**src/design/isort_pkg.sv**
```systemverilog
`timescale 1ns / 1ps

package isort_pkg;

    // Width of one sorted element, fixed by the item format
    localparam int DATA_WIDTH = 32;

    typedef logic signed [DATA_WIDTH-1:0] value_t;

    typedef struct packed {
        value_t value;
        logic   last_item;
    } in_item_t;

    typedef struct packed {
        value_t sorted_value;
        logic   last_result;
        logic   overflow;
    } out_item_t;

    // Per-cycle command broadcast to every cell of the chain
    typedef struct packed {
        logic insert;
        logic drain;
    } cell_ctrl_t;

endpackage

```
**src/design/isort_cell.sv**
```systemverilog
`timescale 1ns / 1ps

module isort_cell (
    input  logic                 clk,
    input  logic                 rst_n,
    input  isort_pkg::cell_ctrl_t ctrl,
    input  isort_pkg::value_t    new_value,
    input  isort_pkg::value_t    prev_value,
    input  logic                 prev_valid,
    input  logic                 prev_gt,
    input  isort_pkg::value_t    next_value,
    input  logic                 next_valid,
    output isort_pkg::value_t    value,
    output logic                 valid,
    output logic                 gt
);

    isort_pkg::value_t value_reg;
    isort_pkg::value_t value_next;
    logic              valid_reg;
    logic              valid_next;

    // Strictly greater: an equal entry stays below the new value
    assign gt = valid_reg && (value_reg > new_value);

    // Shift up on insert, shift down on drain, hold otherwise
    always_comb
    begin
        value_next = value_reg;
        valid_next = valid_reg;
        priority if (ctrl.drain)
        begin
            value_next = next_value;
            valid_next = next_valid;
        end
        else if (ctrl.insert)
        begin
            if (gt || (!valid_reg && prev_valid))
            begin
                value_next = prev_gt ? prev_value : new_value;
                valid_next = 1'b1;
            end
        end
    end

    always_ff @(posedge clk or negedge rst_n)
    begin
        if (!rst_n)
        begin
            valid_reg <= 1'b0;
        end
        else
        begin
            valid_reg <= valid_next;
        end
    end

    always_ff @(posedge clk)
    begin
        value_reg <= value_next;
    end

    assign value = value_reg;
    assign valid = valid_reg;

endmodule

```
**src/design/insertion_sorter.sv**
```systemverilog
`timescale 1ns / 1ps
// Insertion: one item per cycle while not busy; each value takes its place in the cell chain the next cycle.
// Output: the set drains from the bottom cell, one result per cycle for N stored
// entries, starting the cycle after the last item; busy is high while the set drains.
// No new item is accepted while busy, so a set must drain before the next set goes in.
// Reset clears all valid bits, the drop flag and the drain state; values are unreset.
// Results are shown for one cycle each with done; the receiver cannot stall.
module insertion_sorter #(
    parameter int MAX_ITEMS = 16
) (
    input  logic                 clk,
    input  logic                 rst_n,
    input  logic                 start,
    output logic                 busy,
    input  isort_pkg::in_item_t  item,
    output logic                 done,
    output isort_pkg::out_item_t result
);

    isort_pkg::value_t    cell_value [MAX_ITEMS];
    logic                 cell_valid [MAX_ITEMS];
    logic                 cell_gt    [MAX_ITEMS];
    isort_pkg::cell_ctrl_t ctrl;

    logic accept;
    logic full;
    logic drain_reg;
    logic drain_next;
    logic drop_reg;
    logic drop_next;
    logic drain_end;

    assign accept    = start && !drain_reg;
    assign full      = cell_valid[MAX_ITEMS-1];
    assign drain_end = drain_reg && !cell_valid[1];

    assign ctrl.insert = accept && !full;
    assign ctrl.drain  = drain_reg;

    // Build the chain: each cell sees its lower and upper neighbor
    for (genvar i = 0; i < MAX_ITEMS; i++)
    begin : g_cell
        isort_pkg::value_t p_value;
        logic              p_valid;
        logic              p_gt;
        isort_pkg::value_t n_value;
        logic              n_valid;

        if (i == 0)
        begin : g_bottom
            assign p_value = item.value;
            assign p_valid = 1'b1;
            assign p_gt    = 1'b0;
        end
        else
        begin : g_lower
            assign p_value = cell_value[i-1];
            assign p_valid = cell_valid[i-1];
            assign p_gt    = cell_gt[i-1];
        end

        if (i == MAX_ITEMS - 1)
        begin : g_top
            assign n_value = '0;
            assign n_valid = 1'b0;
        end
        else
        begin : g_upper
            assign n_value = cell_value[i+1];
            assign n_valid = cell_valid[i+1];
        end

        isort_cell u_cell (
            .clk        (clk),
            .rst_n      (rst_n),
            .ctrl       (ctrl),
            .new_value  (item.value),
            .prev_value (p_value),
            .prev_valid (p_valid),
            .prev_gt    (p_gt),
            .next_value (n_value),
            .next_valid (n_valid),
            .value      (cell_value[i]),
            .valid      (cell_valid[i]),
            .gt         (cell_gt[i])
        );
    end

    // Start draining after the last item, stop on the last result
    always_comb
    begin
        drain_next = drain_reg;
        drop_next  = drop_reg;
        priority if (drain_end)
        begin
            drain_next = 1'b0;
            drop_next  = 1'b0;
        end
        else if (accept)
        begin
            drain_next = item.last_item;
            if (full)
            begin
                drop_next = 1'b1;
            end
        end
    end

    always_ff @(posedge clk or negedge rst_n)
    begin
        if (!rst_n)
        begin
            drain_reg <= 1'b0;
            drop_reg  <= 1'b0;
        end
        else
        begin
            drain_reg <= drain_next;
            drop_reg  <= drop_next;
        end
    end

    // Present the bottom cell while draining
    assign busy                = drain_reg;
    assign done                = drain_reg;
    assign result.sorted_value = cell_value[0];
    assign result.last_result  = !cell_valid[1];
    assign result.overflow     = drop_reg;

`ifndef SYNTHESIS
    a_last_starts_drain: assert property (@(posedge clk) disable iff (!rst_n)
        (start && !busy && item.last_item) |=> done)
        else $error("last item did not start the drain");

    a_drain_continues: assert property (@(posedge clk) disable iff (!rst_n)
        (done && !result.last_result) |=> done)
        else $error("drain stopped before the last result");

    a_drain_stops: assert property (@(posedge clk) disable iff (!rst_n)
        (done && result.last_result) |=> (!busy && !cell_valid[0] && !drop_reg))
        else $error("chain not empty after the last result");

    a_drain_has_entry: assert property (@(posedge clk) disable iff (!rst_n)
        busy |-> cell_valid[0])
        else $error("result emitted from an empty cell");
`endif

endmodule

```
**config.mk**
```make
export PLATFORM = sky130hd
export DESIGN_NAME = insertion_sorter
export DESIGN_NICKNAME = d
export VERILOG_FILES = /design/src/design/isort_pkg.sv /design/src/design/isort_cell.sv /design/src/design/insertion_sorter.sv
export SDC_FILE = /design/constraint.sdc
export NUM_CORES = 2
export LEC_CHECK = 0
export BUFFER_PORTS_ARGS = -buffer_cell sky130_fd_sc_hd__buf_2
export CAP_MARGIN = 25
export CELL_PAD_IN_SITES_DETAIL_PLACEMENT = 1
export CELL_PAD_IN_SITES_GLOBAL_PLACEMENT = 1
export CORE_MARGIN = 3
export CORE_UTILIZATION = 25
export DETAILED_ROUTE_END_ITERATION = 12
export MAX_ROUTING_LAYER = met4
export PLACE_DENSITY = 0.46
export SETUP_SLACK_MARGIN = 0.4
export SLEW_MARGIN = 20
export SYNTH_ARGS = -nofsm -noshare
export SYNTH_HDL_FRONTEND = slang
export SYNTH_SLANG_ARGS = --single-unit
export TNS_END_PERCENT = 10
```
**constraint.sdc**
```tcl
create_clock -name clk -period 13.8 [get_ports clk]
set_clock_uncertainty 0.05 [all_clocks]
set_input_delay 1.38 -clock clk [delete_from_list [all_inputs] [get_ports clk]]
set_output_delay 1.38 -clock clk [all_outputs]
set_load 0.02 [all_outputs]
```
==> results_dict.tcl <==
set metrics [dict create \
    final_nets 4180 \
    syn2layout_area_growth_pct 13.5 \
    row_count 140 \
    drc 0 \
    cts_root_buf "clkbuf_16" \
    synth_cell_types 61 \
    grt_pass1_wl_um 232000 \
    clock_latency_ps 650 \
    regArea_mm2 0.0155 \
    status "finished clean" \
    critPathArrivalTime_ps 5930 \
    netlist_instances 3707 \
    ant_nets 0 \
    tightest_slew_ps 1060 \
    grt_antenna_before_repair 2 \
    path_max_fanout 33 \
    syn_nets 4223 \
    ios 72 \
    layout_common_cells "ha_1 (480), edfxtp_1 (480), nand2_1 (457)" \
    critPathCaptureType "flop" \
    rsz0062_at_grt "false" \
    chipWidth_um 390 \
    synth_seq_cells 530 \
    crit_type "in -> reg" \
    firstDrtPassIters 5 \
    min_period_ps 5720 \
    finalSetupViolCount 0 \
    yosysSeqAreaShare 0.422 \
    min_path_type "reg -> reg" \
    slew_violations 0 \
    ys_warn_count 0 \
    cts_buffer_depth 3 \
    start_util 0.252 \
    largest_reg_flops 512 \
    fillers 16400 \
    path_clk_slew_ps 60 \
    synth.cell_area_mm2 0.0368 \
    vdd_drop_max_mv 0.170 \
    max_cap_violations 0 \
    yosysTopAreaCell "edfxtp_1" \
    synth_top_area_frac 0.392 \
    path_cells "buf_2 -> inv_1 -> ha_1 -> nand4_1 -> nor3_1 -> a211oi_1 -> a21oi_1 -> mux2_2 -> nand3_1 -> o311ai_2 -> buf_4" \
    htreeDepth 3 \
    post-cts-setup-buffer-count 0 \
    cts_buffers 71 \
    p_per_area_mw_per_mm2 285 \
    grt.total_usage 0.210 \
    wl_um 158000 \
    first_global_vias 31800 \
    synth_area_leaders "edfxtp_1 (39%), ha_1 (16%), o211ai_1 (5.2%)" \
    startpoint_type "input pin" \
    num_vias 31300 \
    syn-mean-instance-area_um2 9.92 \
    multi_input_area_mm2 0.0202 \
    core_mm2 0.146 \
    finalHoldViolations 0 \
    min_period_over_period 0.415 \
    die_y_um 390 \
    cts_tree "yes" \
    die_area_mm2 0.152 \
    synth_edf_count 480 \
    grt_overflow 0 \
    holdBufCountCts 0 \
    cp_slowest_stage_delay_ps 910 \
    portBuffers 71 \
    drive_above_1_share 0.0912 \
    fin_setup_tns_ps 0 \
    dp_hpwl_um 115000 \
    p_leak_nw 16.0 \
    slew_headroom 0.293 \
    post_drt_wl_per_cell_um 28.0 \
    drt_iter0_drc 2382 \
    vias_per_cell 5.55 \
    max_freq_ghz 0.175 \
    cp.required_ps 14010 \
    p_total_mw 11.9 \
    cpMaxStageDelayCell "mux2_2" \
    gp_congestion 0.828 \
    cts_resized 0 \
    ys_async_sr_fraction 0.0340 \
    grt_max_degree 165 \
    synth_ff_type "edfxtp_1" \
    cts_sinks 530 \
]
==> synth_stat cells, types with 25 or more instances <==
library cell / instances
a22oi_1: 36
nand3_1: 280
nand4_1: 88
a2bb2oi_1: 124
a31oi_1: 139
inv_1: 78
nand2_1: 460
nor3_1: 25
clkbuf_1: 224
mux2i_1: 75
nor2_1: 43
o21ai_0: 257
a21o_1: 31
ha_1: 480
a211oi_1: 32
o211ai_1: 254
a21oi_1: 279
nor2b_1: 34
dfxtp_1: 32
edfxtp_1: 480
==> path summary, 6_finish.rpt <==
check	start	to	slack [ps]	cells after the start
hold / removal	g_cell[15].u_cell.value[27]	g_cell[14].u_cell.value[27]	490	2
setup / recovery	item[10]	g_cell[1].u_cell.value[14]	8080	11
max in group asynchronous	rst_n	busy	12540	1
setup reg to reg	g_cell[8].u_cell.value[19]	g_cell[8].u_cell.value[22]	9080	10
min in group asynchronous	rst_n	drop_reg	700	1
hold reg to reg	g_cell[15].u_cell.value[27]	g_cell[14].u_cell.value[27]	490	2
==> worst max-delay path, delay by kind of cell <==
kind                     cells  cell delay, ps
AO/OA/AOI/OAI                3             690
buffers and inverters        3            1210
multiplexers                 1             910
adder cells (fa/ha/maj)      1             510
AND/OR/NAND/NOR              3            1190
==> kinds of logic after synthesis <==
| kind of cell | count (synthesis) | share of synthesized area |
|---|---|---|
| simple gates | 1026 | 0.134 |
| compound gates | 1240 | 0.220 |
| flops | 530 | 0.422 |
| fa+ha+maj | 480 | 0.163 |
| buf+inv | 352 | 0.0393 |
| mux | 79 | 0.0217 |
==> final cells by class <==
cell class	count	area share
Multi-Input combinational cell	2825	0.485
Sequential cell	530	0.372
Tap cell	1917	0.0575
Clock buffer	110	0.0505
Timing Repair Buffer	158	0.0258
Inverter	78	0.00719
Clock inverter	15	0.00228
Antenna cell	4	0.000240
==> power breakdown <==
group	internal [mW]	switching [mW]	total, mW	leakage [nW]
clock network	1.06	0.768	1.83	1.09
logic	1.97	4.00	5.97	9.44
registers	3.11	0.978	4.09	5.43
==> routing by layer <==
metal  global-route usage  routed length (um)  vias to the layer above
li1                     -                   -                    14400
met1                0.298               78800                    16100
met2                0.323               70600                      641
met3               0.0182                5460                      130
met4               0.0468                2880                        0
met5                    -                   0                        -
==> through the flow <==
stage / instances / setup slack [ps] / util / instance area (um^2) / hold WS (ps)
3_5_place_dp: 5507 / 7340 / 0.271 / 39500 / 474
3_3_place_gp: 5504 / 7410 / 0.270 / 39400 / 459
6_report: 5637 / 8080 / 0.286 / 41700 / 489
2_1_floorplan: 3707 / 7400 / - / 36800 / 426
4_1_cts: 5632 / 8050 / 0.286 / 41700 / 495
5_1_grt: 5633 / 7780 / 0.286 / 41700 / 522
Note: power is estimated with default switching activity, not from simulation.
